--- src/sv/assert_macros.svh ---
// Assertion macros shared by the park brake motor controller RTL.
// No dependencies; the macros compile away when SYNTHESIS is defined.
`ifndef ASSERT_MACROS_SVH
`define ASSERT_MACROS_SVH

`ifndef SYNTHESIS

// Condition must hold at every clock edge outside reset.
`define PBMC_ASSERT_ALWAYS(label, clk, rst_n, cond) \
  label: assert property (@(posedge clk) disable iff (!rst_n) (cond)) \
    else $error("assertion failed: condition does not hold");

// Consequent must hold in the cycle after the antecedent.
`define PBMC_ASSERT_NEXT(label, clk, rst_n, ante, cons) \
  label: assert property (@(posedge clk) disable iff (!rst_n) (ante) |=> (cons)) \
    else $error("assertion failed: next-cycle check");

`else

`define PBMC_ASSERT_ALWAYS(label, clk, rst_n, cond)
`define PBMC_ASSERT_NEXT(label, clk, rst_n, ante, cons)

`endif

`endif

--- src/sv/pbmc_pkg.sv ---
// Package for the park brake motor controller: payload types, codes,
// constants and the status code table. No dependencies.
package pbmc_pkg;

  localparam int HISTORY_DEPTH = 6;
  localparam int CUR_W         = 12;
  localparam int SLOT_W        = (HISTORY_DEPTH > 1) ? $clog2(HISTORY_DEPTH) : 1;
  localparam int SUM_W         = $clog2(HISTORY_DEPTH * (1 << CUR_W));

  localparam int FRAME_ID_W = 11;
  localparam int TIMEOUT_W  = 16;
  localparam int CFG_IDX_W  = 2;
  localparam int CFG_DATA_W = 16;

  // configuration register indexes
  localparam logic [CFG_IDX_W-1:0] CFG_FRAME_ID = CFG_IDX_W'(0);
  localparam logic [CFG_IDX_W-1:0] CFG_TIMEOUT  = CFG_IDX_W'(1);

  localparam logic [FRAME_ID_W-1:0] FRAME_ID_RST = 11'h400;
  localparam logic [TIMEOUT_W-1:0]  TIMEOUT_RST  = 16'd2500;
  localparam logic [CUR_W-1:0]      LOCK_LIMIT_RST   = 12'd704;
  localparam logic [CUR_W-1:0]      UNLOCK_LIMIT_RST = 12'd1200;

  // command frame codes in the first data word
  localparam logic [31:0] CODE_LOCK        = 32'h05;
  localparam logic [31:0] CODE_UNLOCK      = 32'h0A;
  localparam logic [31:0] CODE_RESET       = 32'h66;
  localparam logic [31:0] CODE_PROG_UNLOCK = 32'h77;
  localparam logic [31:0] CODE_PROG_LOCK   = 32'h88;

  // button event patterns
  localparam logic [1:0] BTN_LOCK   = 2'b01;
  localparam logic [1:0] BTN_UNLOCK = 2'b10;
  localparam logic [1:0] BTN_BOTH   = 2'b11;

  typedef enum logic [1:0] {
    CMD_SAMPLE = 2'd0,
    CMD_FRAME  = 2'd1,
    CMD_BUTTON = 2'd2,
    CMD_TICK   = 2'd3
  } cmd_t;

  typedef enum logic [1:0] {
    ST_STOPPED  = 2'd0,
    ST_RESET    = 2'd1,
    ST_LOCKED   = 2'd2,
    ST_UNLOCKED = 2'd3
  } status_t;

  typedef struct packed {
    logic [1:0]            cmd;
    logic [CUR_W-1:0]      lock_current;
    logic [CUR_W-1:0]      unlock_current;
    logic [FRAME_ID_W-1:0] frame_id;
    logic [31:0]           frame_word_a;
    logic [31:0]           frame_word_b;
    logic [1:0]            buttons;
  } in_item_t;

  typedef struct packed {
    logic        frame_valid;
    logic [31:0] frame_low_word;
    logic [31:0] frame_high_word;
    logic        lock_drive;
    logic        unlock_drive;
    logic        bridge_enable;
    logic [1:0]  brake_status;
  } out_item_t;

  // moving average comparison results
  typedef struct packed {
    logic lock_over;
    logic unlock_over;
  } hist_flags_t;

  function automatic logic [7:0] status_code(status_t st);
    logic [7:0] code;
    unique case (st)
      ST_STOPPED:  code = 8'h00;
      ST_RESET:    code = 8'h66;
      ST_LOCKED:   code = 8'h05;
      ST_UNLOCKED: code = 8'h0A;
      default:     code = 8'h00;
    endcase
    return code;
  endfunction

endpackage

--- src/sv/pbmc_history.sv ---
// Current histories with running sums and the average-over-limit compare.
// Depends on pbmc_pkg and assert_macros.svh.
`include "assert_macros.svh"

module pbmc_history (
  input  logic                       clk,
  input  logic                       rst_n,
  input  logic                       sample_fire,
  input  logic [pbmc_pkg::CUR_W-1:0] lock_current,
  input  logic [pbmc_pkg::CUR_W-1:0] unlock_current,
  input  logic [pbmc_pkg::CUR_W-1:0] lock_limit,
  input  logic [pbmc_pkg::CUR_W-1:0] unlock_limit,
  output pbmc_pkg::hist_flags_t      flags
);

  localparam int D     = pbmc_pkg::HISTORY_DEPTH;
  localparam int SW    = pbmc_pkg::SUM_W;
  localparam int SLOTW = pbmc_pkg::SLOT_W;

  logic [pbmc_pkg::CUR_W-1:0] lock_hist_r   [D];
  logic [pbmc_pkg::CUR_W-1:0] unlock_hist_r [D];
  logic [SLOTW-1:0]           slot_r, slot_nxt;
  logic [SW-1:0]              lock_sum_r, lock_sum_nxt;
  logic [SW-1:0]              unlock_sum_r, unlock_sum_nxt;
  logic [SW-1:0]              lock_thr, unlock_thr;

  // sum/D > L  <=>  sum > L*D + D-1
  assign lock_thr   = SW'(lock_limit) * SW'(D) + SW'(D - 1);
  assign unlock_thr = SW'(unlock_limit) * SW'(D) + SW'(D - 1);

  assign lock_sum_nxt   = lock_sum_r - SW'(lock_hist_r[slot_r]) + SW'(lock_current);
  assign unlock_sum_nxt = unlock_sum_r - SW'(unlock_hist_r[slot_r]) + SW'(unlock_current);
  assign slot_nxt = (slot_r == SLOTW'(D - 1)) ? '0 : slot_r + SLOTW'(1);

  assign flags.lock_over   = lock_sum_nxt > lock_thr;
  assign flags.unlock_over = unlock_sum_nxt > unlock_thr;

  always_ff @(posedge clk) begin
    if (!rst_n) begin
      for (int i = 0; i < D; i++) begin
        lock_hist_r[i]   <= '0;
        unlock_hist_r[i] <= '0;
      end
      slot_r       <= '0;
      lock_sum_r   <= '0;
      unlock_sum_r <= '0;
    end else if (sample_fire) begin
      lock_hist_r[slot_r]   <= lock_current;
      unlock_hist_r[slot_r] <= unlock_current;
      slot_r       <= slot_nxt;
      lock_sum_r   <= lock_sum_nxt;
      unlock_sum_r <= unlock_sum_nxt;
    end
  end

  `PBMC_ASSERT_ALWAYS(a_slot_range, clk, rst_n, slot_r <= SLOTW'(D - 1))
  `PBMC_ASSERT_ALWAYS(a_lock_sum_max, clk, rst_n, lock_sum_r <= SW'(D * 4095))
  `PBMC_ASSERT_ALWAYS(a_unlock_sum_max, clk, rst_n, unlock_sum_r <= SW'(D * 4095))

endmodule

--- src/sv/pbmc_ctrl.sv ---
// Command handling, unlock timeout, drive/status state and result build.
// Depends on pbmc_pkg and assert_macros.svh.
`include "assert_macros.svh"

module pbmc_ctrl (
  input  logic                            clk,
  input  logic                            rst_n,
  input  logic                            fire,
  input  pbmc_pkg::in_item_t              item,
  input  logic [pbmc_pkg::FRAME_ID_W-1:0] frame_id_cfg,
  input  logic [pbmc_pkg::TIMEOUT_W-1:0]  timeout_cfg,
  input  pbmc_pkg::hist_flags_t           flags,
  output logic [pbmc_pkg::CUR_W-1:0]      lock_limit,
  output logic [pbmc_pkg::CUR_W-1:0]      unlock_limit,
  output pbmc_pkg::out_item_t             result
);

  pbmc_pkg::status_t status_r, status_nxt;
  logic lock_on_r, lock_on_nxt;
  logic unlock_on_r, unlock_on_nxt;
  logic enable_on_r, enable_on_nxt;
  logic armed_r, armed_nxt;
  logic [pbmc_pkg::TIMEOUT_W-1:0] elapsed_r, elapsed_nxt;
  logic [3:0] alive_r, alive_nxt;
  logic [pbmc_pkg::CUR_W-1:0] lock_limit_r, lock_limit_nxt;
  logic [pbmc_pkg::CUR_W-1:0] unlock_limit_r, unlock_limit_nxt;

  assign lock_limit   = lock_limit_r;
  assign unlock_limit = unlock_limit_r;

  always_comb begin
    logic [31:0] code;
    logic [pbmc_pkg::TIMEOUT_W-1:0] tick_cnt;
    logic [pbmc_pkg::CUR_W-1:0] limit_sel;

    status_nxt       = status_r;
    lock_on_nxt      = lock_on_r;
    unlock_on_nxt    = unlock_on_r;
    enable_on_nxt    = enable_on_r;
    armed_nxt        = armed_r;
    elapsed_nxt      = elapsed_r;
    alive_nxt        = alive_r;
    lock_limit_nxt   = lock_limit_r;
    unlock_limit_nxt = unlock_limit_r;
    code             = (item.frame_id == frame_id_cfg) ? item.frame_word_a : '0;
    tick_cnt         = elapsed_r + pbmc_pkg::TIMEOUT_W'(1);
    limit_sel        = '0;
    result           = '0;

    case (pbmc_pkg::cmd_t'(item.cmd))
      pbmc_pkg::CMD_FRAME: begin
        armed_nxt = 1'b0;
        if (code == pbmc_pkg::CODE_UNLOCK) begin
          lock_on_nxt   = 1'b0;
          unlock_on_nxt = 1'b1;
          armed_nxt     = 1'b1;
          elapsed_nxt   = '0;
        end else if (code == pbmc_pkg::CODE_LOCK) begin
          unlock_on_nxt = 1'b0;
          lock_on_nxt   = 1'b1;
        end else if (code == pbmc_pkg::CODE_RESET ||
                     code == pbmc_pkg::CODE_PROG_UNLOCK ||
                     code == pbmc_pkg::CODE_PROG_LOCK) begin
          if (code == pbmc_pkg::CODE_PROG_UNLOCK) begin
            unlock_limit_nxt = item.frame_word_b[pbmc_pkg::CUR_W-1:0];
          end
          if (code == pbmc_pkg::CODE_PROG_LOCK) begin
            lock_limit_nxt = item.frame_word_b[pbmc_pkg::CUR_W-1:0];
          end
          status_nxt    = pbmc_pkg::ST_RESET;
          lock_on_nxt   = 1'b0;
          unlock_on_nxt = 1'b0;
          enable_on_nxt = 1'b1;
        end else begin
          status_nxt    = pbmc_pkg::ST_STOPPED;
          lock_on_nxt   = 1'b0;
          unlock_on_nxt = 1'b0;
        end
      end
      pbmc_pkg::CMD_BUTTON: begin
        armed_nxt = 1'b0;
        case (item.buttons)
          pbmc_pkg::BTN_LOCK: begin
            unlock_on_nxt = 1'b0;
            lock_on_nxt   = 1'b1;
          end
          pbmc_pkg::BTN_UNLOCK: begin
            lock_on_nxt   = 1'b0;
            unlock_on_nxt = 1'b1;
            armed_nxt     = 1'b1;
            elapsed_nxt   = '0;
          end
          pbmc_pkg::BTN_BOTH: begin
            status_nxt    = pbmc_pkg::ST_STOPPED;
            enable_on_nxt = 1'b0;
          end
          default: ;
        endcase
      end
      pbmc_pkg::CMD_TICK: begin
        if (armed_r) begin
          elapsed_nxt = tick_cnt;
          if (tick_cnt >= timeout_cfg) begin
            status_nxt    = pbmc_pkg::ST_UNLOCKED;
            lock_on_nxt   = 1'b0;
            unlock_on_nxt = 1'b0;
            armed_nxt     = 1'b0;
          end
        end
      end
      default: begin
        // current sample pair; unlock over-limit wins on status
        if (flags.lock_over) begin
          status_nxt  = pbmc_pkg::ST_LOCKED;
          lock_on_nxt = 1'b0;
        end
        if (flags.unlock_over) begin
          status_nxt    = pbmc_pkg::ST_UNLOCKED;
          unlock_on_nxt = 1'b0;
        end
        alive_nxt = alive_r + 4'd1;
        if (status_nxt == pbmc_pkg::ST_UNLOCKED) begin
          limit_sel = unlock_limit_r;
        end else if (status_nxt == pbmc_pkg::ST_LOCKED) begin
          limit_sel = lock_limit_r;
        end
        result.frame_valid     = 1'b1;
        result.frame_low_word  = {4'd0, item.unlock_current, 4'd0, item.lock_current};
        result.frame_high_word = {4'd0, limit_sel, pbmc_pkg::status_code(status_nxt),
                                  2'd0, unlock_on_nxt, lock_on_nxt, alive_nxt};
      end
    endcase

    result.lock_drive    = lock_on_nxt;
    result.unlock_drive  = unlock_on_nxt;
    result.bridge_enable = enable_on_nxt;
    result.brake_status  = status_nxt;
  end

  always_ff @(posedge clk) begin
    if (!rst_n) begin
      status_r       <= pbmc_pkg::ST_STOPPED;
      lock_on_r      <= 1'b0;
      unlock_on_r    <= 1'b0;
      enable_on_r    <= 1'b1;
      armed_r        <= 1'b0;
      elapsed_r      <= '0;
      alive_r        <= '0;
      lock_limit_r   <= pbmc_pkg::LOCK_LIMIT_RST;
      unlock_limit_r <= pbmc_pkg::UNLOCK_LIMIT_RST;
    end else if (fire) begin
      status_r       <= status_nxt;
      lock_on_r      <= lock_on_nxt;
      unlock_on_r    <= unlock_on_nxt;
      enable_on_r    <= enable_on_nxt;
      armed_r        <= armed_nxt;
      elapsed_r      <= elapsed_nxt;
      alive_r        <= alive_nxt;
      lock_limit_r   <= lock_limit_nxt;
      unlock_limit_r <= unlock_limit_nxt;
    end
  end

  // the two bridge directions are never commanded together
  `PBMC_ASSERT_ALWAYS(a_drives_exclusive, clk, rst_n, !(lock_on_r && unlock_on_r))
  // the timeout only runs after an unlock request, which drops the lock drive
  `PBMC_ASSERT_ALWAYS(a_armed_no_lock, clk, rst_n, !(armed_r && lock_on_r))
  // alive counter moves only with a fired sample
  `PBMC_ASSERT_NEXT(a_alive_hold, clk, rst_n, !fire, $stable(alive_r))

endmodule

--- src/sv/park_brake_motor_controller.sv ---
// Park brake motor controller: an accepted input passes the input register, then
// the result register; throughput one transaction per cycle unless out_stall
// holds the result. The state update between the two registers is combinational,
// which sets that rate; the average uses running sums so no summation loop is in
// the path. Reset (rst_n, synchronous, active low) clears histories, drives off,
// bridge enabled, limits 704/1200, frame id 0x400, timeout 2500.
`include "assert_macros.svh"

module park_brake_motor_controller (
  input  logic                            clk,
  input  logic                            rst_n,
  // input transactions
  input  logic                            in_valid,
  output logic                            in_stall,
  input  pbmc_pkg::in_item_t              in_item,
  // result transactions
  output logic                            out_valid,
  input  logic                            out_stall,
  output pbmc_pkg::out_item_t             out_item,
  // configuration writes
  input  logic                            cfg_valid,
  output logic                            cfg_ready,
  input  logic [pbmc_pkg::CFG_IDX_W-1:0]  cfg_index,
  input  logic [pbmc_pkg::CFG_DATA_W-1:0] cfg_data
);

  // input register: holds an accepted transaction until the compute stage fires
  logic               in_valid_r, in_valid_nxt;
  pbmc_pkg::in_item_t in_item_r;

  // result register: parts the compute stage from a stalled consumer
  logic                out_valid_r, out_valid_nxt;
  pbmc_pkg::out_item_t out_item_r;
  pbmc_pkg::out_item_t result;

  // configuration registers
  logic [pbmc_pkg::FRAME_ID_W-1:0] frame_id_cfg_r;
  logic [pbmc_pkg::TIMEOUT_W-1:0]  timeout_cfg_r;

  logic                       advance;
  logic                       in_take;
  logic                       sample_fire;
  logic [pbmc_pkg::CUR_W-1:0] lock_limit;
  logic [pbmc_pkg::CUR_W-1:0] unlock_limit;
  pbmc_pkg::hist_flags_t      flags;

  // compute stage fires when it holds a transaction and the result slot is
  // free or being drained this cycle
  assign advance     = in_valid_r && (!out_valid_r || !out_stall);
  assign in_stall    = in_valid_r && !advance;
  assign in_take     = in_valid && !in_stall;
  assign sample_fire = advance && (pbmc_pkg::cmd_t'(in_item_r.cmd) == pbmc_pkg::CMD_SAMPLE);

  assign in_valid_nxt  = in_take || (in_valid_r && !advance);
  assign out_valid_nxt = advance || (out_valid_r && out_stall);

  assign out_valid = out_valid_r;
  assign out_item  = out_item_r;
  assign cfg_ready = 1'b1;

  always_ff @(posedge clk) begin
    if (!rst_n) begin
      in_valid_r  <= 1'b0;
      out_valid_r <= 1'b0;
    end else begin
      in_valid_r  <= in_valid_nxt;
      out_valid_r <= out_valid_nxt;
    end
  end

  always_ff @(posedge clk) begin
    if (in_take) begin
      in_item_r <= in_item;
    end
    if (advance) begin
      out_item_r <= result;
    end
  end

  // register writes; unknown indexes are dropped
  always_ff @(posedge clk) begin
    if (!rst_n) begin
      frame_id_cfg_r <= pbmc_pkg::FRAME_ID_RST;
      timeout_cfg_r  <= pbmc_pkg::TIMEOUT_RST;
    end else if (cfg_valid && cfg_ready) begin
      unique case (cfg_index)
        pbmc_pkg::CFG_FRAME_ID: frame_id_cfg_r <= cfg_data[pbmc_pkg::FRAME_ID_W-1:0];
        pbmc_pkg::CFG_TIMEOUT:  timeout_cfg_r  <= cfg_data[pbmc_pkg::TIMEOUT_W-1:0];
        default: ;
      endcase
    end
  end

  pbmc_history u_history (
    .clk            (clk),
    .rst_n          (rst_n),
    .sample_fire    (sample_fire),
    .lock_current   (in_item_r.lock_current),
    .unlock_current (in_item_r.unlock_current),
    .lock_limit     (lock_limit),
    .unlock_limit   (unlock_limit),
    .flags          (flags)
  );

  pbmc_ctrl u_ctrl (
    .clk          (clk),
    .rst_n        (rst_n),
    .fire         (advance),
    .item         (in_item_r),
    .frame_id_cfg (frame_id_cfg_r),
    .timeout_cfg  (timeout_cfg_r),
    .flags        (flags),
    .lock_limit   (lock_limit),
    .unlock_limit (unlock_limit),
    .result       (result)
  );

  // a fired transaction always lands in the result register
  `PBMC_ASSERT_NEXT(a_fire_lands, clk, rst_n, advance, out_valid_r)
  // a held transaction that cannot fire must backpressure the producer
  `PBMC_ASSERT_ALWAYS(a_hold_stalls, clk, rst_n, !(in_valid_r && !advance) || in_stall)
  // a waiting result that is not taken stays valid
  `PBMC_ASSERT_NEXT(a_result_kept, clk, rst_n, out_valid_r && out_stall, out_valid_r)

endmodule
--- config.mk ---
export PLATFORM = sky130hd
export DESIGN_NAME = park_brake_motor_controller
export DESIGN_NICKNAME = d
export VERILOG_FILES = /design/src/sv/pbmc_pkg.sv /design/src/sv/pbmc_history.sv /design/src/sv/pbmc_ctrl.sv /design/src/sv/park_brake_motor_controller.sv
export VERILOG_INCLUDE_DIRS = /design/src /design/src/sv
export SDC_FILE = /design/constraint.sdc
export NUM_CORES = 1
export LEC_CHECK = 0
export BUFFER_PORTS_ARGS = -buffer_cell sky130_fd_sc_hd__buf_2
export CORE_MARGIN = 8
export CORE_UTILIZATION = 30
export DETAILED_ROUTE_END_ITERATION = 8
export GPL_ROUTABILITY_DRIVEN = 0
export PLACE_DENSITY_LB_ADDON = 0.3
export SLEW_MARGIN = 20
export SYNTH_ARGS = -nofsm -noshare
export SYNTH_HDL_FRONTEND = slang
export SYNTH_SLANG_ARGS = --single-unit
--- constraint.sdc ---
create_clock -name clk -period 21 [get_ports clk]
set_input_delay 0 -clock clk [delete_from_list [all_inputs] [get_ports clk]]
set_output_delay 0 -clock clk [all_outputs]
set_load 0.02 [all_outputs]
Word-level counts from Yosys, hierarchy flattened
Memories as Yosys holds them, arrays and structs flattened. A register that Yosys moved wholly into a read port is not among the register bits.
Index checks and enable logic that the tools add are counted.
{ "totals": {"output_inout_bits": 73, "ram_bits": 144, "ff_bits": 265, "word_cells": 155, "input_bits": 126, "n_memories": 2} }
{ "op_classes": {"magnitude_cmp": 3, "mux": 56, "n_reduce_logical": 28, "eq_ne": 20, "bitwise_logic": 3, "multipliers": 2, "add_sub_neg": 9} }
{ "memory_table": {"columns": ["name", "depth", "width", "read_ports", "rd_ports_with_merged_regs", "write_ports", "line_no", "rtl"], "rows": [
  ["u_history.lock_hist_r", 6, 12, 1, 1, 6, "pbmc_history.sv:20", "logic [pbmc_pkg::CUR_W-1:0] lock_hist_r [D];"],
  ["u_history.unlock_hist_r", 6, 12, 1, 1, 6, "pbmc_history.sv:21", "logic [pbmc_pkg::CUR_W-1:0] unlock_hist_r [D];"]
]} }
{ "ops": {"columns": ["cell", "count"], "rows": [
  ["65-bit 2-to-1 mux", 1],
  ["32-bit by 7-bit == test with 1-bit output, second input constant", 2],
  ["12-bit 2-to-1 mux", 4],
  ["16-bit 2-to-1 mux", 3],
  ["16-bit case mux with 3 select lines", 1],
  ["32-bit by 3-bit == test with 1-bit output, second input constant", 1],
  ["32-bit by 4-bit == test with 1-bit output, second input constant", 1],
  ["32-bit by 8-bit == test with 1-bit output, second input constant", 1],
  ["32-bit 2-to-1 mux", 1],
  ["8-bit case mux with 4 select lines", 1],
  ["15-bit by 12-bit adder with 15-bit output", 2],
  ["15-bit by 3-bit adder with 15-bit output, second input constant", 2],
  ["15-bit greater-than comparator", 2],
  ["15-bit by 12-bit subtractor with 15-bit output", 2],
  ["12-bit by 2-bit multiplier with 14-bit output, second input constant", 2],
  ["12-bit OR reduction", 2],
  ["1-bit 2-to-1 mux", 23],
  ["3-bit 2-to-1 mux", 7],
  ["16-bit by 1-bit adder with 16-bit output, second input constant", 1],
  ["16-bit greater-or-equal comparator", 1],
  ["2-bit 2-to-1 mux", 8],
  ["2-bit == test, second input constant", 6],
  ["6-bit AND reduction", 2],
  ["11-bit == test", 1],
  ["18 further kinds", 44]
]} }

Depth between registers and ports, before layout
Gate-level depths: netlist (run 1).
{ "logic_depth": {"word_depth": 10, "depth_mapped": 30, "ltp_nobuf": 26} }

Modules after synthesis
Synthesis (run 1) repeated with hierarchy kept, for this count alone.
{ "unflattened": {"hier_cells": 1968, "hier_area_um2": 24048.1} }
{ "by_module_without_submodules": {"columns": ["module", "seq_area_each_um2", "area_per_inst_um2", "cells_each", "instances"], "rows": [
  ["pbmc_history", 6486.2, 13650.6, 1143, 1],
  ["park_brake_motor_controller", 5775.5, 6404.9, 298, 1],
  ["pbmc_ctrl", 1001.0, 3992.6, 527, 1]
]} }

Worst setup path before layout (run 1)
No wires, ideal clock.
{ "synth_timing": {"path_kind": "register to register", "startpoint": "reg with a tool-made name", "endpoint": "reg out_item_r (netlist bit out_item[25]), data pin", "period_less_slack_ns": 7.178, "path_slack_ns": 13.822, "path_stages_with_launch": 30, "arrival_time_ns": 6.924, "required_ns": 20.745, "setup_time_ns": 0.255, "path_buffers": 4, "cell_sequence": "dfxtp_1 buf_2 buf_1 mux4_2 mux2_2 fa_1 inv_1 fa_1 a211oi_1 o21ai_0 o211a_1 a41o_1 o41ai_1 mux2i_1 nand2_1 xnor2_1 ha_1 nand4_1 or2_2 a21oi_1 a2bb2oi_1 a21oi_1 o22a_1 inv_1 ha_1 clkbuf_1 clkbuf_1 nand2_1 o21ai_0 and2_1"} }
{ "synth_rtl": {"columns": ["item", "line_no", "rtl"], "rows": [
  ["end signal: assignment", "park_brake_motor_controller.sv:76", "out_item_r <= result;"],
  ["end: declaration", "park_brake_motor_controller.sv:33", "pbmc_pkg::out_item_t out_item_r;"]
]} }

==> impl_metrics.csv, run 1 <==
group,metric,value,unit
power,power_density,81.4,nW/um2
floorplanning,dieArea,83900,um2
timing,clock_skew,0.0219,ns
timing,fmax,114,MHz
final_layout,finalInstanceArea,27200,um2
route,ant_nets,0,
critical_path,crit_path_top_delay_cell,"dfxtp_2",
worst_hold_path,min_from,"cfg_valid",
grt,grt_start_max_net_pins,63,
clock_tree,h-tree-depth,2,
grt,grt_pass1_vias,16400,
critical_path,r2r_end,"out_item[26]",
timing,rsz0062_at_grt,"false",
logic_synthesis,synth-seq-area-share,0.541,
floorplanning,die_x,290,um
timing,max_slew_margin,0.286,
logic_synthesis,yosysWarningCount,0,
route,drt_first_pass_iters,7,
route,routedWlPerCell,18.1,um
clock_tree,cts_root_buf,"clkbuf_16",
floorplanning,die_y,290,um
placement,place_ws,12.11,ns
timing,hold_viol_final,0,
floorplanning,ios,199,
final_layout,drive_above_1_share,0.162,
logic_synthesis,netlist_area,22500,um2
placement,place_hpwl,38800,um
clock_tree,cts_tree,"done",
final_layout,final_core_util,0.367,
final_layout,area_growth_syn_to_layout,21.3,%
critical_path,cpLargestDelayFamily,"compound AO/OA/AOI/OAI gates",
critical_path,cp_num_buf_inv,3,
worst_hold_path,hold_depth,4,
timing,setup_viol_count_final,0,
power,power,2.22,mW
grt,grt_first_pass_wirelength,90900,um
final_layout,num-fill-cells,7282,
placement,io_buffer_count,161,
logic_synthesis,async_flop_share,0,
route,drc,0,
logic_synthesis,synth_cell_types,68,
clock_tree,cts.sinks,443,
floorplanning,design.core.area,74300,um2
timing,worst_pin_slew,1.07,ns
timing,setup_ws,12.21,ns
final_layout,nets,2473,
grt,antenna_found_initial,1,
critical_path,cp_max_fo,30,
timing,min_period,8.79,ns
route,drt_iter0_markers,705,
logic_synthesis,postSynthAreaPerCell,11.6,um2
floorplanning,rows,100,
critical_path,cp.arrival,9.14,ns
final_layout,register_area,12200,um2
critical_path,reg2reg_slack,12.21,ns
route,wirelength,58100,um
job,drv_cap,0,
critical_path,critical_path_class,"flop to flop",
worst_hold_path,hp-class,"input pin to flop",
critical_path,path_depth,25,
critical_path,cp-start-kind,"flop",
floorplanning,start_util,0.302,
clock_tree,clock_latency,0.60,ns
route,vias,15300,
logic_synthesis,synthCells,1935,
run_status,status,"finished clean",
logic_synthesis,synthFlopType,"edfxtp_1",
timing,drv_slew,0,
power,peakVddDrop,55.2,uV
logic_synthesis,synth_edf_count,328,
grt,gr-total-overflow,0,
worst_hold_path,holdPathEnd,"timeout_cfg_r[3]",
timing,post-route-period-util,0.419,
clock_tree,clockBufferDepth,3,
critical_path,critPathMaxStageDelay,0.85,ns
logic_synthesis,synth_seq_cells,443,
critical_path,reg2reg_depth,25,
critical_path,critical_path_required,21.34,ns
grt,track_usage,0.138,
clock_tree,clk_pin_slew_worst_paths,0.06,ns
clock_tree,cts_buffers,51,
route,vias_per_cell,4.76,
critical_path,endpoint_kind,"flop",
final_layout,multi_input_area,9380,um2
power,leakagePower,10.5,nW
timing,setup_tns,0,ns
placement,placed_area,24300,um2
==> worst max path at each step <==
stage	start	slack, ns	to
after floorplan	flop	13.82	out_item[25]
after global placement	flop	12.16	out_item[31]
after detailed placement	flop	12.11	out_item[31]
after CTS	flop	12.08	out_item[31]
after global routing	flop	11.35	out_item[28]
final	flop	12.21	out_item[26]
==> cells in the mapped netlist (29+ instances only) <==
library cell    n  share of area
edfxtp_1      328           0.44
mux4_2         48          0.048
xor2_1         32          0.012
dfxtp_1       115           0.10
nor3_1         29         0.0065
a21o_1         31          0.010
and2_1         95          0.026
nor2_1        142          0.024
nand3_1        44         0.0098
mux2i_1        44          0.020
o21ai_0        41         0.0091
xnor2_1        63          0.025
nand2_1       197          0.033
a21oi_1        94          0.021
nor4_1         32         0.0089
clkbuf_1       62          0.010
inv_1         169          0.028
ha_1          116          0.065
==> layer usage <==
metal  routed length [um]  GRT usage  part of all wire
met5                    0          0                 0
met1                24400      0.163              0.42
met2                30200      0.258              0.52
met4                 1210     0.0339             0.021
met3                 2330     0.0238             0.040
==> tightest hold or removal path, delay by kind of cell <==
kind / cells / cell delay, ns
AO/OA/AOI/OAI: 1 / 0.05
buffers and inverters: 1 / 0.09
AND/OR/NAND/NOR: 2 / 0.51
==> cell families after synthesis <==
kind of cell               Yosys count  share of synthesized area
AOI/OAI and AO/OA                  243                     0.0695
xor gates and xnor gates            95                     0.0370
adders and majority gates          142                     0.0878
buffers and inverters              262                     0.0472
DFF                                443                      0.541
muxes                              118                     0.0808
other                                2                   0.000334
and+or+nand+nor                    630                      0.136
==> flip-flops by register name, indices dropped and copies added (netlist names), 15 cells and up, named ones only <==
signal and cells:
u_history.unlock_sum_r 15, in_item_r 83, u_history.unlock_hist_r 96, u_history.lock_sum_r 15, u_ctrl.elapsed_r 16, out_item 53, u_history.lock_hist_r 96, timeout_cfg_r 16
==> final cells by class <==
type / count / area share
sequential: 443 / 0.446
multi-input combinational: 1245 / 0.344
timing repair buffer: 295 / 0.0776
clock buffer: 72 / 0.0516
tap: 969 / 0.0445
inverter: 169 / 0.0233
clock inverter: 24 / 0.0127
antenna: 1 / 0.0000918
==> cell usage in the layout, fill, tap and decap left out, types with 9 or more instances in the layout <==
master and n:
clkbuf_16 51, mux2_2 26, dlygate4sd3_1 110, nand2_1 196
xor2_1 32, a21o_1 31, or3_1 16, xnor2_1 63
nor2_1 141, o21ai_0 39, clkbuf_1 16, dfxtp_1 112
a211oi_1 15, ha_1 115, o211ai_1 10, buf_4 22
conb_1 17, edfxtp_1 328, and2_1 95, nand2b_1 10
nor4_1 31, nor2b_1 9, inv_1 167, and3_1 19
nand3_1 44, fa_1 26, nor3_1 28, buf_2 161
a21oi_1 94, nand4_1 12, mux4_2 48, mux2i_1 44
==> power breakdown <==
part	total [mW]	internal (mW)	switching [mW]
registers	0.987	0.971	0.0157
clock network	0.927	0.556	0.371
logic	0.305	0.126	0.180
==> stage by stage <==
stage | std cells | hold WS [ns]
5_1_grt | 3218 | 0.0652
3_3_place_gp | 3009 | 0.176
4_1_cts | 3215 | 0.0529
2_1_floorplan | 1950 | 0.0989
6_report | 3218 | 0.103
3_5_place_dp | 3009 | 0.178
==> timing repair <==
action | in CTS | in global routing
endpoints found under the setup margin | 0 | 0
buffers inserted | 0 | 0
hold buffers | 110 | 0
endpoints found under the hold margin | 144 | 0
gates resized for setup | 0 | 0
Note: power is estimated with default switching activity, not from simulation.
==> run 2, diff against run 1 <==
clock period = 8.6 ns   (was 21 ns; I/O delays follow)
==> impl_metrics.csv, run 2 (synthesis gave the netlist of run 1 again) <==
group,metric,value,unit
run_status,status,"finished clean",
grt,grt_pass1_vias,16200,
timing,hold_viol_final,0,
timing,setup_viol_count_final,0,
timing,setup_tns,0,ns
final_layout,finalInstanceArea,27400,um2
clock_tree,clockBufferDepth,3,
final_layout,drive_above_1_share,0.167,
placement,place_hpwl,38600,um
critical_path,cpMostUsedCell,"ha_1",
timing,min_period,7.57,ns
clock_tree,cts_tree,"done",
placement,placed_area,24400,um2
job,drv_cap,0,
grt,gr-total-overflow,0,
final_layout,area_growth_syn_to_layout,21.9,%
clock_tree,h-tree-depth,2,
route,vias_per_cell,4.76,
floorplanning,design.core.area,74300,um2
critical_path,critPathMaxStageDelay,0.72,ns
floorplanning,die_x,290,um
placement,io_buffer_count,161,
final_layout,reg_top3,"u_history.lock_hist_r: 96 flops, u_history.unlock_hist_r: 96 flops, in_item_r: 83 flops",
timing,drv_slew,0,
power,power_density,199,nW/um2
route,drc,0,
timing,fmax,132,MHz
clock_tree,cts_buffers,53,
critical_path,critical_path_required,8.95,ns
final_layout,final_cell_mix,"edfxtp_1, nand2_1, inv_1, buf_2, nor2_1",
route,wirelength,58100,um
final_layout,nets,2482,
clock_tree,clock_latency,0.61,ns
worst_hold_path,hp-class,"input pin to flop",
power,peakVddDrop,155,uV
grt,antenna_found_initial,1,
critical_path,cp_max_fo,25,
grt,grt_first_pass_wirelength,91200,um
final_layout,antennaDiodeCount,0,
critical_path,crit_path_top_delay_cell,"dfxtp_2",
floorplanning,die_y,290,um
critical_path,critical_path_class,"flop to flop",
timing,worst_pin_slew,0.984,ns
critical_path,cp-start-kind,"flop",
timing,whs,0.0888,ns
floorplanning,ios,199,
route,vias,15400,
clock_tree,ctsResizeCount,0,
clock_tree,cts_root_buf,"clkbuf_16",
floorplanning,rows,100,
route,drt_first_pass_iters,7,
critical_path,cp.arrival,7.93,ns
timing,rsz0062_at_grt,"false",
floorplanning,dieArea,83900,um2
clock_tree,cts.sinks,443,
power,leakagePower,10.6,nW
timing,clock_skew,0.0345,ns
timing,post-route-period-util,0.881,
timing,max_slew_margin,0.342,
floorplanning,start_util,0.302,
final_layout,layout_commonest_cell,"edfxtp_1",
route,drt_iter0_markers,743,
critical_path,endpoint_kind,"flop",
grt,grt_start_max_net_pins,63,
route,routedWlPerCell,18.0,um
final_layout,num-fill-cells,7361,
route,ant_nets,0,
clock_tree,ctsHoldBuffers,112,
clock_tree,cts_setup_buffers,0,
grt,track_usage,0.138,
clock_tree,clk_pin_slew_worst_paths,0.06,ns
## run 2: cell count changes in the layout (fill, tap and decap cells not counted), sizes merged
cell,delta
buf,+6
clkbuf,-8
clkinvlp,-1
clkinv,+11
inv,+2
dlygate4sd3,+2
diode,-1
bufinv,-1
## run 2: critical path: cells and delay by family, from the launching register on
kind,cells,cell delay (ns)
AOI/OAI and AO/OA,5,1.33
adders and majority gates,4,1.60
and+or+nand+nor,9,1.80
buffers and inverters,3,0.68
muxes,3,1.01
xor gates and xnor gates,1,0.14
DFF,1,0.72
## run 2: worst paths after layout
kind                                            startpoint                    endpoint  slack [ns]  cells after the start
worst min register to register  u_history.unlock_sum_r[10]  u_history.unlock_sum_r[10]        0.45                      2
worst max register to register                        flop                out_item[24]        1.03                     25
worst max-delay path                                  flop                out_item[24]        1.03                     25
worst min-delay path                           in_item[60]               in_item_r[60]        0.09                      2
## run 2: report_power, final
part / switching, mW / internal, mW
clock: 0.939 / 1.36
sequential: 0.0387 / 2.37
combinational: 0.434 / 0.311
## run 2: through the flow
stage          utilization  setup WS (ns)  instances  power, mW
2_1_floorplan            -           1.42       1950       2.95
3_3_place_gp         0.328           1.01       3013       3.15
3_5_place_dp         0.328          0.933       3014       3.16
4_1_cts              0.368          0.932       3226       5.53
5_1_grt              0.368          0.308       3228       5.70
6_report             0.368           1.03       3228       5.46
## run 2: per-layer routing
metal  GRT usage  routed length [um]
met2       0.247               29200
met1       0.168               24700
met4      0.0403                1420
met5           0                   0
met3      0.0249                2790
## run 2: final cells by class
cell class,instances,area (um2),share of cell area
Clock inverter,35,388,0.0142
Clock buffer,65,1420,0.0519
Tap cell,969,1210,0.0443
Sequential cell,443,12200,0.444
Inverter,169,636,0.0232
Timing Repair Buffer,302,2190,0.0799
Multi-Input combinational cell,1245,9380,0.343
